===== src/rtl/core/pcm_pkg.sv =====
package pcm_pkg;

    localparam int MAX_POINTS_DEF    = 64;
    localparam int VALUE_WIDTH_DEF   = 32;
    localparam int FRACTION_BITS_DEF = 16;

    localparam int IDX_W    = 6;
    localparam int COUNT_W  = 7;
    localparam int POL_W    = 3;
    localparam int STATUS_W = 2;
    localparam int CFG_IDX_W = 2;
    localparam int QUEUE_DEPTH = 4;

    localparam logic CMD_LOAD = 1'b0;
    localparam logic CMD_MAP  = 1'b1;

    localparam logic [POL_W-1:0] POL_UNCHANGED  = 3'd0;
    localparam logic [POL_W-1:0] POL_ZERO       = 3'd1;
    localparam logic [POL_W-1:0] POL_ONE_TO_ONE = 3'd2;
    localparam logic [POL_W-1:0] POL_MEAN       = 3'd3;
    localparam logic [POL_W-1:0] POL_NEAREST    = 3'd4;

    localparam logic [STATUS_W-1:0] ST_OK       = 2'd0;
    localparam logic [STATUS_W-1:0] ST_EMPTY    = 2'd1;
    localparam logic [STATUS_W-1:0] ST_ZERO_DEN = 2'd2;

    localparam logic [CFG_IDX_W-1:0] CFG_POL_BELOW = 2'd0;
    localparam logic [CFG_IDX_W-1:0] CFG_POL_ABOVE = 2'd1;
    localparam logic [CFG_IDX_W-1:0] CFG_COUNT     = 2'd2;

    typedef struct packed {
        logic go;
        logic div_only;
    } t_md_ctrl;

endpackage


===== src/rtl/core/pcm_front.sv =====
module pcm_front #(
    parameter int VALUE_WIDTH = pcm_pkg::VALUE_WIDTH_DEF,
    parameter int ITEM_W      = 1 + pcm_pkg::IDX_W + 3 * pcm_pkg::VALUE_WIDTH_DEF
) (
    input  logic                     i_clk,
    input  logic                     i_rst_n,
    input  logic                     i_valid,
    output logic                     o_stall,
    input  logic                     i_command,
    input  logic [pcm_pkg::IDX_W-1:0] i_point_index,
    input  logic [VALUE_WIDTH-1:0]   i_ref_value,
    input  logic [VALUE_WIDTH-1:0]   i_fcst_value,
    input  logic [VALUE_WIDTH-1:0]   i_sample,
    output logic                     o_avail,
    output logic [ITEM_W-1:0]        o_item,
    input  logic                     i_pop
);
    localparam int DEPTH = pcm_pkg::QUEUE_DEPTH;
    localparam int PW    = $clog2(DEPTH);

    logic [ITEM_W-1:0] r_q [DEPTH];
    logic [PW-1:0]     r_wr;
    logic [PW-1:0]     r_rd;
    logic [PW:0]       r_cnt;
    logic              push;
    logic              pop;

    assign o_stall = (r_cnt == (PW+1)'(DEPTH));
    assign push    = i_valid && !o_stall;
    assign o_avail = (r_cnt != '0);
    assign pop     = i_pop && o_avail;
    assign o_item  = r_q[r_rd];

    always_ff @(posedge i_clk) begin
        if (push) begin
            r_q[r_wr] <= {i_command, i_point_index, i_ref_value, i_fcst_value, i_sample};
        end
    end

    always_ff @(posedge i_clk) begin
        if (!i_rst_n) begin
            r_wr  <= '0;
            r_rd  <= '0;
            r_cnt <= '0;
        end else begin
            if (push) r_wr <= r_wr + 1'b1;
            if (pop) r_rd <= r_rd + 1'b1;
            unique case ({push, pop})
                2'b10:   r_cnt <= r_cnt + 1'b1;
                2'b01:   r_cnt <= r_cnt - 1'b1;
                default: r_cnt <= r_cnt;
            endcase
        end
    end
endmodule


===== config.mk =====
export PLATFORM = sky130hd
export DESIGN_NAME = pcm_front
export DESIGN_NICKNAME = d
export VERILOG_FILES = /design/src/rtl/core/pcm_pkg.sv /design/src/rtl/core/pcm_front.sv
export SDC_FILE = /design/constraint.sdc
export NUM_CORES = 1
export LEC_CHECK = 0
export BUFFER_PORTS_ARGS = -buffer_cell sky130_fd_sc_hd__buf_2
export CAP_MARGIN = 5
export CORE_ASPECT_RATIO = 0.75
export CORE_MARGIN = 5
export CORE_UTILIZATION = 54
export CTS_BUF_LIST = sky130_fd_sc_hd__clkbuf_4 sky130_fd_sc_hd__clkbuf_8
export CTS_CLUSTER_SIZE = 30
export DETAILED_ROUTE_END_ITERATION = 6
export GPL_TIMING_DRIVEN = 1
export HOLD_SLACK_MARGIN = 0.02
export PLACE_DENSITY = 0.9
export SYNTH_ARGS = -nofsm -noshare
export SYNTH_HDL_FRONTEND = slang
export SYNTH_SLANG_ARGS = --single-unit

===== constraint.sdc =====
create_clock -name i_clk -period 3.6 [get_ports i_clk]
set_input_delay 0.18 -clock i_clk [delete_from_list [all_inputs] [get_ports i_clk]]
set_output_delay 0.18 -clock i_clk [all_outputs]
set_load 0.005 [all_outputs]

==> qor.yml, run 1 <==
routedWlPerCell_um: 22.00
design_area_um2: 19080
numPortBuffers: 211
die_area_um2: 32070
cp_slowest_cell: "dfxtp_4"
dr.pass1.iters: 5
comb_power_share_pct: 22.2
netlist.area_leader.share_pct: 80.23
power_uw: 12330
fin_tns_setup_ps: 0
finClkSkew_ps: 12.49
cts_tree: "built"
crit_path_max_fanout: 24
clkTransAtPathRegs_ps: 60
die_w_um: 205.1
grt_overflow: 0
power.density_nw_per_um2: 646.3
p_switching_uw: 3194
mappedNetlistArea_um2: 15420
cts_setup_buffers: 0
setup_viol: 0
core_area_um2: 28120
drt_iter0_drc: 525
dpl.hpwl_mm: 18.30
grt_util_all_layers_pct: 19.29
synthTopCellsByArea: "edfxtp_1 80%, mux4_2 15%, dfxtp_1 1.2%"
grt_max_degree: 52
leakage_uw: 0.006492
slew_headroom_pct: 55.35
startpoint_type: "flip-flop"
period_share_pct: 75.76
yosysTopAreaCell: "edfxtp_1"
yosysWarnings: 0
gp_congestion: 0.7470
ir_worst_vdd_v: 0.0003736
grt_antenna_before_repair: 3
worstHoldPathType: "input pin to flip-flop"
drive_gt1_share_pct: 42.74
fmax_mhz: 366.7
worstSetupPathType: "flip-flop to output pin"
max_cap_violations: 0
clockBufferDepth: 3
grt_setup_unrepaired: "no"
cts-root-buf: "clkbuf_8"
area_growth_pct: 23.75
drv_slew: 0
rows: 53
seq_area_frac_synth_pct: 81.40
hold_viol_final: 0
power_frac_seq_pct: 49.6
htree_levels: 2
ys_seq_elements: 421
die-height_um: 156.4
outcome: "complete, no violations"
post-route-util_pct: 67.87
path_cells: "buf_4 -> mux4_2 -> buf_2"
vias_per_cell: 5.410
grt_pass1_wl_mm: 46.74
final_cell_mix: "412 x edfxtp_1, 211 x buf_2, 104 x dlygate4sd3_1, 103 x mux4_2, 60 x clkbuf_8"
critPathRequiredTime_ps: 3420
clockPowerShare_pct: 28.2
postSynthAreaPerCell_um2: 26.14
first_global_vias: 7914
nets: 1073
critPathMaxStageDelay_ps: 660
totalWireLength_mm: 30.63
post_dp_cell_area_um2: 16920
syn_inst: 590
final_common_cell: "edfxtp_1"
ant_nets: 0
hold_buffers: 104
ioPinCount: 212
worst_pin_slew_ps: 669.7
cts_buffers: 60
end_kind: "output pin"
start_util_pct: 54.85
clk_latency_ps: 600
ys_types: 24
drc: 0
num_vias: 7531
switching_share_pct: 25.90
period_needed_ps: 2727
cts_sinks: 421
p_int_uw: 9139
ctsResizeCount: 0
ff2ff_setup_slack_ps: 1230
critical_path_arrival_ps: 2550
synth_nets: 703
## cell usage after synthesis
master and number:
buf_2 8, xor2_1 1, ha_1 5, buf_1 3, nand2_1 5, buf_6 1, buf_4 3, a21boi_0 1
buf_12 8, mux2i_1 2, nor3b_1 1, mux4_2 103, o311ai_0 1, dfxtp_1 9, o31a_1 1, fa_1 1
nor2b_1 3, o21ai_0 2, edfxtp_1 412, inv_1 6, or3_1 2, xnor2_1 3, and2_1 7, clkbuf_1 2
## cells by family (layout without fill, tap and decap cells)
group	count (synthesis)	in the layout	share of synthesized area, %
AO/OA/AOI/OAI	5	5	0.2272
XOR/XNOR	4	4	0.2272
adder cells (fa/ha/maj)	6	6	0.5355
buffers and inverters	31	447	1.785
flip-flops	421	421	81.40
multiplexers	105	105	15.17
other	0	1	0
AND/OR/NAND/NOR	18	18	0.6572
## sequential cells by signal, summed over array words and instances, names as in the netlist, named ones only
name and flops:
r_cnt 3, r_rd 2, r_wr 2, r_q 412
## layer usage
metal	routed length, µm	GRT usage [%]	share of wire (%)	vias up
met5	32	0	0.10	-
met4	668	5.547	2.2	4
met3	2522	5.801	8.2	62
met2	14800	30.62	48	334
met1	12610	26.62	41	3853
li1	-	-	-	3278
## area by class of cell
type / count / area, µm²
Clock inverter: 28 / 142.6
Sequential cell: 421 / 12560
Tap cell: 385 / 481.7
Fill cell: 1749 / 9034
Inverter: 6 / 22.52
Multi-Input combinational cell: 138 / 2604
Timing Repair Buffer: 333 / 2295
Clock buffer: 80 / 975.9
Antenna cell: 1 / 2.502
## worst paths after layout
path                            cells after the start         end      start
worst max-delay path                                3  o_item[30]  flip-flop
worst min-delay path                                3     r_wr[1]    i_valid
worst max register to register                      4  r_q[1][71]   r_cnt[2]
worst min register to register                      2     r_wr[1]    r_wr[1]
## worst max-delay path: cells and delay by family, from the launching register on
| family | cells | cell delay [ps] |
|---|---|---|
| flops | 1 | 660 |
| buf+inv | 2 | 680 |
| mux | 1 | 590 |
## power by group through the flow
stage / registers (µW) / logic (µW) / clock network [µW]
floorplan: 6100 / 1880 / 0
global placement: 6200 / 2660 / 0
detailed placement: 6230 / 2680 / 0
CTS: 6130 / 2790 / 3560
global route: 6170 / 2980 / 3800
finish: 6120 / 2740 / 3470
## metrics by stage
step	setup WS [ps]	std cells	hold WS, ps
final	872.8	1392	85.04
after detailed placement	1209	1179	395.6
after global routing	613.4	1392	79.70
after CTS	739.5	1391	41.74
after floorplan	1036	590	278.9
after global placement	1306	1179	393.2
Power figures use the tool's default switching activity.
==> run 2, diff against run 1 <==
--- a/config.mk
+++ b/config.mk
@@ -5,6 +5,7 @@
 export SDC_FILE = /design/constraint.sdc
 export NUM_CORES = 1
 export LEC_CHECK = 0
+export ABC_AREA = 1
 export BUFFER_PORTS_ARGS = -buffer_cell sky130_fd_sc_hd__buf_2
 export CAP_MARGIN = 5
 export CORE_ASPECT_RATIO = 0.75
==> constraint.sdc (replaced) <==
create_clock -name i_clk -period 2.3 [get_ports i_clk]
set_input_delay 0.115 -clock i_clk [delete_from_list [all_inputs] [get_ports i_clk]]
set_output_delay 0.115 -clock i_clk [all_outputs]
set_load 0.005 [all_outputs]
==> run 2 against run 1 <==
  * Largest cell class unchanged
  * Critical endpoint is now o_item[72]
  * Final area rose by 2.5%
  * Global-route usage is 3.4 points higher
  * First-iteration DRC count is 66% higher
  * Clock skew is 12 ps higher
  * Final cell count grew 32%
  * Count of clock-buffer cells in the layout shrank 1
  * Synthesized cell count up 81%
==> qor.yml, run 2 <==
seq_area_frac_synth_pct: 79.96  # -1.4 points
synthTopCellsByArea: "edfxtp_1 79%, o21ai_0 6.4%, nor2_1 5.2%"
syn_inst: 1065  # +81%
clkTransAtPathRegs_ps: 60  # about the same
period_needed_ps: 2270
whs_ps: 257.8  # +172.8 ps
fill_cells: 1860  # +6.3%
synth_edf_count: 412  # unchanged
startpoint_type: "flip-flop"
fmax_mhz: 440.6
critical_path_arrival_ps: 2150  # -400 ps
vias_per_cell: 5.674  # +4.9%
largest_reg_flops: 412  # unchanged
power.density_nw_per_um2: 1010  # +56%
core_area_um2: 28850  # +2.6%
numPortBuffers: 211  # unchanged
hold_viol_final: 0  # unchanged
start_util_pct: 54.41  # -0.43 points
routedWlPerCell_um: 20.52  # -6.7%
die-height_um: 157.7  # +0.84%
clk_latency_ps: 620  # +20 ps
cts_buffers: 60  # unchanged
yosysTopAreaCell: "edfxtp_1"
synth_nets: 1178  # +68%
final_cell_mix: "412 x edfxtp_1, 211 x nor2_1, 211 x buf_2, 202 x o21ai_0, 106 x dlygate4sd3_1"
fin_ws_ps: 30.16  # -842.6 ps
slew_headroom_pct: 70.50  # +15 points
worstHoldPathType: "input pin to flip-flop"
hp-start: "i_fcst_value[15]"
die_w_um: 206.9  # +0.85%
num_vias: 10420  # +38%
drc: 0  # unchanged
drive_gt1_share_pct: 23.20  # -20 points
critPathRequiredTime_ps: 2180  # -1240 ps
first_global_vias: 10890  # +38%
end_kind: "output pin"
dr.pass1.iters: 5  # unchanged
ant_nets: 0  # unchanged
ioPinCount: 212  # unchanged
crit_path_max_fanout: 106  # +340%
cts-root-buf: "clkbuf_8"
fin_tns_setup_ps: 0  # unchanged
r2r-start: "r_cnt[1]"
cts_tree: "built"
placed_cells: 1620  # +37%
post-route-util_pct: 67.80  # -0.072 points
worstSetupPathType: "flip-flop to output pin"
totalWireLength_mm: 37.70  # +23%
htree_levels: 2  # unchanged
finClkSkew_ps: 24.78  # +12.29 ps
grt_antenna_before_repair: 0  # -3
grt_overflow: 0  # unchanged
largest_register: "r_q"
postSynthAreaPerCell_um2: 14.74  # -44%
leakage_uw: 0.006947  # +7.0%
rows: 54  # +1.9%
grt_pass1_wl_mm: 57.37  # +23%
worst_pin_slew_ps: 442.4  # -227.3 ps
synth_flop_cell: "edfxtp_1"
final_common_cell: "edfxtp_1"
grt_setup_unrepaired: "yes"
die_area_um2: 32620  # +1.7%
synth_common_cells: "412 x edfxtp_1, 216 x nor2_1, 202 x o21ai_0"
mappedNetlistArea_um2: 15700  # +1.8%
gp_congestion: 0.7495  # +0.33%
period_share_pct: 98.69
nets: 1510  # +41%
max_cap_violations: 0  # unchanged
grt_util_all_layers_pct: 22.66  # +3.4 points
yosysMostFrequentCell: "edfxtp_1"
finalNonFillerCells: 1837  # +32%
grt_max_degree: 107  # +110%
yosysWarnings: 0  # unchanged
outcome: "complete, no violations"
cts_sinks: 421  # unchanged
top_regs: "r_q (412), r_cnt (3)"
dpl.hpwl_mm: 19.78  # +8.1%
clockBufferDepth: 3  # unchanged
netlist.area_leader.share_pct: 78.81  # -1.4 points
area_growth_pct: 24.60
ys_types: 17  # -29%
ys_seq_elements: 421  # unchanged
preCtsSetupSlack_ps: 414.4  # -794.8 ps
drt_iter0_drc: 871  # +66%
ir_worst_vdd_v: 0.0006407  # +72%
ys_async_sr_fraction_pct: 0  # unchanged
setup_viol: 0  # unchanged
drv_slew: 0  # unchanged
-- run 2: metal layers --
layer	routed length (µm)	global-route usage, %	up-vias
met1	14250	28.76	5110
met3	3704	5.878	77
met4	840	7.581	0
li1	-	-	4680
met5	0	0	-
met2	18900	38.63	556
-- run 2: cell type report --
| type | instances | area (µm²) | area share [%] |
|---|---|---|---|
| inverter | 19 | 87.58 | 0.4478 |
| multi-input combinational | 558 | 2728 | 13.94 |
| clock buffer | 79 | 974.7 | 4.983 |
| sequential | 421 | 12560 | 64.22 |
| antenna | 1 | 2.502 | 0.01279 |
| tap | 392 | 490.5 | 2.508 |
| timing repair buffer | 337 | 2482 | 12.69 |
| clock inverter | 30 | 232.7 | 1.190 |
-- run 2: power breakdown --
part | switching, µW | internal (µW) | leakage [µW] | total (µW)
clock network | 2710 | 3200 | 0.000630 | 5910
logic | 2860 | 1660 | 0.00246 | 4520
registers | 207 | 9110 | 0.00386 | 9320
-- run 2: stage by stage --
stage	area (µm²)	power, µW
2_1_floorplan	15740	11870
3_3_place_gp	17260	13550
3_5_place_dp	17260	13730
4_1_cts	19530	19730
5_1_grt	19560	20740
6_report	19560	19750
-- run 2: path summary, 6_finish.rpt --
check / cells past startpoint / slack (ps) / end
worst min-delay path: 2 / 260 / r_q[0][47]
worst max register to register: 12 / 420 / r_cnt[2]
worst min register to register: 2 / 510 / r_wr[1]
worst max-delay path: 4 / 30 / o_item[72]
-- run 2: cell families after synthesis --
group	synth area share (%)
AOI/OAI and AO/OA	10.90
adders and majority gates	0.5260
DFF	79.96
and+or+nand+nor	5.683
buffers and inverters	2.941
-- run 2: critical path: stages (launching register included) --
cell     delay (ps)
dfxtp_4         450
buf_16          330
o21ai_0         190
o22ai_1         310
buf_2           180
-- run 2: timing repair --
item                                    4_1_cts  5_1_grt
resized for setup                             1        4
buffers inserted                              0        1
endpoints found under the setup margin        1       21
pin swaps                                     0        1
hold buffers                                106        0
endpoints found under the hold margin       421        0
